--- src/design/tsdt_ram.sv ---
// Generic single-port-write, single-port-read RAM with registered read data.
module tsdt_ram #(
	parameter int WIDTH = 8,
	parameter int DEPTH = 16,
	localparam int AW = (DEPTH > 1) ? $clog2(DEPTH) : 1
) (
	input  logic             clk,
	input  logic             wr_en,
	input  logic [AW-1:0]    wr_addr,
	input  logic [WIDTH-1:0] wr_data,
	input  logic             rd_en,
	input  logic [AW-1:0]    rd_addr,
	output logic [WIDTH-1:0] rd_data
);

	logic [WIDTH-1:0] mem_q [DEPTH];

	always_ff @(posedge clk) begin
		if (wr_en) begin
			mem_q[wr_addr] <= wr_data;
		end
		if (rd_en) begin
			rd_data <= mem_q[rd_addr];
		end
	end

endmodule

--- config.mk ---
export PLATFORM = sky130hd
export DESIGN_NAME = tsdt_ram
export DESIGN_NICKNAME = d
export VERILOG_FILES = /design/src/design/tsdt_ram.sv
export SDC_FILE = /design/constraint.sdc
export NUM_CORES = 1
export LEC_CHECK = 0
export ABC_AREA = 0
export ABC_CLOCK_PERIOD_IN_PS = 3010
export BUFFER_PORTS_ARGS = -buffer_cell sky130_fd_sc_hd__buf_2
export CAP_MARGIN = 20
export CORE_MARGIN = 4
export CORE_UTILIZATION = 29
export CTS_CLUSTER_SIZE = 20
export DETAILED_ROUTE_END_ITERATION = 10
export GPL_ROUTABILITY_DRIVEN = 0
export PLACE_DENSITY = 0.5
export SETUP_SLACK_MARGIN = 0.3
export SLEW_MARGIN = 15
export SYNTH_ARGS = -nofsm -noshare
export SYNTH_HDL_FRONTEND = slang
export SYNTH_SLANG_ARGS = --single-unit
--- constraint.sdc ---
create_clock -name clk -period 3.01 [get_ports clk]
set_clock_uncertainty 0.1 [all_clocks]
set_input_delay 0.301 -clock clk [delete_from_list [all_inputs] [get_ports clk]]
set_output_delay 0.301 -clock clk [all_outputs]
set_load 0.01 [all_outputs]
==> results of run 1 <==
## final cells by class
class | count | area, um2
Fill cell | 1607 | 11200
Timing Repair Buffer | 40 | 260
Sequential cell | 136 | 4080
Clock inverter | 10 | 105
Clock buffer | 21 | 440
Multi-Input combinational cell | 83 | 1060
Tap cell | 225 | 282
## synth_stat cells
library cell and number:
a22oi_1 16, and2_1 1, and2b_1 1, buf_2 3, buf_4 1, buf_6 3
clkdlybuf4s25_2 3, edfxtp_1 136, mux4_1 14, mux4_2 18, nand2_1 9, nand2b_1 2
nand3_1 1, nand3b_1 2, nor2_1 13, nor2b_1 1, nor3_1 4, or3b_2 1
## where the power goes
| group | internal (uW) | switching (uW) | total (uW) | leakage [uW] |
|---|---|---|---|---|
| registers | 2140 | 10.5 | 2150 | 0.00124 |
| clock network | 1200 | 715 | 1920 | 0.000266 |
| logic | 81.4 | 117 | 198 | 0.000557 |
| total | 3420 | 842 | 4260 | 0.00206 |
## cell families after synthesis
group                  share of synthesized area [%]
flip-flops                                      78.1
AO/OA/AOI/OAI                                   2.30
buffers and inverters                           1.65
multiplexers                                    14.8
AND/OR/NAND/NOR                                 3.14
## layer usage
metal,up-vias,track usage (%),part of all wire [%]
met5,-,0,0
met4,0,3.64,1.2
met3,9,3.97,5.7
met2,66,16.8,46
met1,1253,15.8,47
li1,1077,-,-
## stage by stage
step	worst slack (ns)	instances	util, %
2_1_floorplan	1.12	229	-
3_3_place_gp	0.789	484	32.5
3_5_place_dp	0.803	484	32.5
4_1_cts	1.24	515	35.6
5_1_grt	1.15	515	35.6
6_report	1.24	515	35.6
## flip-flops by register name, summed over array words and instances, names as in the netlist
| register | count |
|---|---|
| mem_q | 128 |
| rd_data | 8 |
## path summary, 6_finish.rpt
check,from,endpoint,depth (start not counted)
setup / recovery,wr_addr[2],mem_q[1][4]$_DFFE_PP_,3
hold / removal,rd_en,rd_data[6]$_DFFE_PP_,1
setup reg to reg,mem_q[1][2]$_DFFE_PP_,rd_data[2]$_DFFE_PP_,3
hold reg to reg,mem_q[14][3]$_DFFE_PP_,rd_data[3]$_DFFE_PP_,3
## worst reg2reg max path, cell delays in order (launching register included)
cell and delay, ns:
edfxtp_1 0.35, mux4_1 0.56, a22oi_1 0.29, nand2_1 0.09
==> flow_metrics.tcl, run 1 <==
set metrics [dict create \
    synth_top_area_share_pct 78.1 \
    synthToLayoutAreaGrowth_pct 19.1 \
    power.density_mw_per_mm2 684 \
    synthCells 229 \
    drtIter0Drc 148 \
    totalWireLength_mm 10.7 \
    num_io_pins 27 \
    hold_slack_ns 0.173 \
    hold_viol_final 0 \
    r2r_slack_ns 1.38 \
    crit_type "in -> reg" \
    outcome "completed" \
    vdd_drop_max_uv 419 \
    yosys_warnings 0 \
    placementRows 48 \
    die_height_um 142 \
    rsz0062_at_grt "false" \
    cts_tree "yes" \
    worstPathArrival_ns 1.69 \
    dp.final_hpwl_mm 6.71 \
    first_global_vias 2629 \
    fin_crit_ns 1.77 \
    via_per_inst 4.67 \
    clk_latency_ns 0.40 \
    start_util_pct 29.9 \
    final_cell_mix "edfxtp_1 (136), buf_2 (26), mux4_2 (18)" \
    end_kind "register" \
    grt_max_degree 33 \
    path_max_fanout 8 \
    post_synth.cell_area_avg_um2 22.8 \
    die_area_mm2 0.0202 \
    cts_htree_levels 4 \
    synth_fp_nets 248 \
    cpMaxStageDelayCell "nor2_1" \
    synth_cell_types 18 \
    synth_top_area_cell "edfxtp_1" \
    timing.final.crit_share_pct 58.7 \
    port_buffers 26 \
    cts_root_buf "clkbuf_16" \
    post-cts-setup-buffer-count 0 \
    post_cts_resized 0 \
    placed_cell_area_mm2 0.00568 \
    drive_gt1_share_pct 29.7 \
    routedWlPerCell_um 20.7 \
    n_antenna_cell 0 \
    cp_cell_sequence "buf_2, or3b_2, nor2_1" \
    die_w_um 142 \
    holdBufCountCts 0 \
    maxCapViolCount 0 \
    cpLargestDelayFamily "simple AND/OR/NAND/NOR gates" \
    dr.pass1.iters 4 \
    overflow 0 \
    synth_area_mm2 0.00523 \
    clockBufferDepth 2 \
    vias 2405 \
    fmax_mhz 566 \
    final_common_cell "edfxtp_1" \
    ys_ff_latch 136 \
    synthTopCellsByArea "edfxtp_1 (78%), mux4_2 (7.8%), mux4_1 (7.0%)" \
    worst_pin_slew_ns 0.975 \
    clkTransAtPathRegs_ns 0.06 \
    drv_slew 0 \
    final_antenna_net_count 0 \
    cp-start-kind "input pin" \
    ys_seq_area_share_pct 78.1 \
    core_mm2 0.0175 \
    final_area_mm2 0.00623 \
    grt_pass1_wl_mm 16.3 \
    setup_tns_ns 0 \
    track_usage_pct 11.4 \
    relSlewSlack_pct 34.7 \
    cts_num_sinks 136 \
    hold_path_class "in -> reg" \
    antenna_found_initial 0 \
    layout.nets 297 \
    critPathBufInv 1 \
    finalSetupViolCount 0 \
    power_leakage_uw 0.00206 \
    drc_errors 0 \
    numCtsBuffers 17 \
    finalPower_uw 4260 \
    crit_required_ns 2.93 \
    critPathMaxStageDelay_ns 0.76 \
]
(Power assumes the default switching activity.)
==> inputs of run 2 (changes only) <==
ABC_AREA = 1   (was 0)
ABC_CLOCK_PERIOD_IN_PS = 1600   (was 3010)
PLACE_DENSITY = 0.51   (was 0.5)
clock period = 1.6 ns   (was 3.01 ns; I/O delays follow)
==> run 2 against run 1 <==
First-iteration DRC count rose by 120%; routed wire length rose by 32%; largest power group unchanged; critical path depth fell by 2; via count rose by 59%; critical endpoint is now rd_data[7]; area after synthesis rose by 12%; clock power rose by 100%; worst setup slack got worse by 0.91 ns; combinational power rose to 2.6 times the previous value; core utilization barely moved; sequential power rose by 88%.
==> flow_metrics.tcl, run 2 <==
set metrics [dict create \
    synth_area_mm2 0.00585 \
    final_cell_mix "nand2_1 (173), edfxtp_1 (136), inv_1 (100)" \
    drv_slew 0 \
    synthCells 551 \
    path_max_fanout 1 \
    vdd_drop_max_uv 731 \
    relSlewSlack_pct 57.0 \
    hold_path_class "in -> reg" \
    ys_seq_area_share_pct 69.8 \
    core_mm2 0.0197 \
    numCtsBuffers 17 \
    dr.pass1.iters 4 \
    dp.final_hpwl_mm 9.10 \
    async_flop_share_pct 0 \
    layout.nets 619 \
    num-fill-cells 1973 \
    post_synth.cell_area_avg_um2 10.6 \
    multi_input_comb_area_mm2 0.00122 \
    rsz0062_at_grt "true" \
    critPathMaxStageDelay_ns 0.42 \
    cpMaxStageDelayCell "edfxtp_1" \
    synth_top_area_cell "edfxtp_1" \
    hold_viol_final 0 \
    power.density_mw_per_mm2 1210 \
    totalWireLength_mm 14.1 \
    regArea_mm2 0.00408 \
    worst_pin_slew_ns 0.645 \
    fmax_mhz 791 \
    r2r_slack_ns 0.37 \
    num_io_pins 27 \
    top_register "mem_q" \
    track_usage_pct 13.4 \
    stdcell_count 877 \
    maxCapViolCount 0 \
    cpLargestDelayFamily "flip-flops" \
    end_kind "output port" \
    drc_errors 0 \
    timing.final.crit_share_pct 79.0 \
    first_global_vias 3791 \
    ys_ff_latch 136 \
    final_common_cell "nand2_1" \
    drive_gt1_share_pct 13.2 \
    power_leakage_uw 0.00298 \
    synthToLayoutAreaGrowth_pct 19.8 \
    largest_reg_flops 128 \
    outcome "completed" \
    die_height_um 150 \
    vias 3829 \
    cts_htree_levels 4 \
    yosys_warnings 0 \
    cts_num_sinks 136 \
    die_area_mm2 0.0225 \
    synth_edf_count 136 \
    fin_crit_ns 1.26 \
    start_util_pct 29.7 \
    n_antenna_cell 0 \
    synth_top_area_share_pct 69.8 \
    overflow 0 \
    clk_latency_ns 0.42 \
    synthTopCellsByArea "edfxtp_1 (70%), nand2_1 (11%), nand3_1 (8.3%)" \
    placementRows 51 \
    dpl_worst_slack_ns 0.0346 \
    clkTransAtPathRegs_ns 0.06 \
    synth_fp_nets 570 \
    yosysMostFrequentCell "nand2_1" \
    finalSetupViolCount 0 \
    grt_max_degree 38 \
    synth_top_cells_by_count "nand2_1 (173), edfxtp_1 (136), inv_1 (100), nand3_1 (97), nor2_1 (17)" \
    top_regs "mem_q x128, rd_data x8" \
    port_buffers 26 \
    synthFlopType "edfxtp_1" \
    setup_ws_ns 0.336 \
    crit_type "reg -> out" \
    die_w_um 150 \
    final_antenna_net_count 0 \
    clockBufferDepth 2 \
    critPathBufInv 1 \
    drtIter0Drc 324 \
    antenna_found_initial 0 \
    post-cts-setup-buffer-count 0 \
    crit_required_ns 1.34 \
    worstPathArrival_ns 1.00 \
    synth_cell_types 11 \
    cts_tree "yes" \
    cts_root_buf "clkbuf_16" \
    cp-start-kind "register" \
    dp.cells 845 \
    setup_tns_ns 0 \
    cp_cell_sequence "buf_2" \
    routedWlPerCell_um 16.1 \
    grt_pass1_wl_mm 22.0 \
    via_per_inst 4.37 \
]
-- run 2: stage by stage --
stage	hold WS [ns]	util, %	power (uW)	instance area (um2)
after global routing	0.0687	35.6	8800	7010
after global placement	0.434	32.5	4630	6390
after detailed placement	0.431	32.5	4640	6390
after floorplan	0.159	-	4400	5850
final	0.0875	35.6	8490	7010
after CTS	0.0667	35.6	8560	7000
-- run 2: cell families after synthesis --
family | after synthesis | synth area share, %
simple gates | 289 | 20.8
flops | 136 | 69.8
buf+inv | 126 | 9.39
-- run 2: area by class of cell --
class,instances,area share [%]
clock inverters,12,2.25
multi-input cells,289,17.5
flip-flops and latches,136,58.3
clock buffers,19,6.18
inverters,102,5.47
repair buffers,54,5.61
well taps,265,4.73
-- run 2: what timing repair did --
item                                    CTS  global route
hold buffers                              1             0
endpoints found under the setup margin    0             4
gates resized for setup                   0             2
hold endpoints to repair                  8             0
-- run 2: final timing paths --
kind	start	cells past startpoint	endpoint
worst max-delay path	rd_data[7]$_DFFE_PP_	1	rd_data[7]
worst min-delay path	wr_data[2]	1	mem_q[14][2]$_DFFE_PP_
worst max register to register	mem_q[1][3]$_DFFE_PP_	6	rd_data[3]$_DFFE_PP_
worst min register to register	mem_q[11][6]$_DFFE_PP_	6	rd_data[6]$_DFFE_PP_
-- run 2: layer usage --
layer | wire [um] | up-vias | GRT usage (%)
li1 | - | 1874 | -
met1 | 6470 | 1836 | 18.6
met2 | 6480 | 107 | 20.3
met3 | 959 | 12 | 4.00
met4 | 165 | 0 | 3.98
met5 | 0 | - | 0
-- run 2: where the power goes --
part | leakage [uW] | internal [uW] | switching [uW]
clock network | 0.000288 | 2560 | 1360
registers | 0.00124 | 4020 | 24.8
logic | 0.00146 | 161 | 359
total | 0.00298 | 6740 | 1750
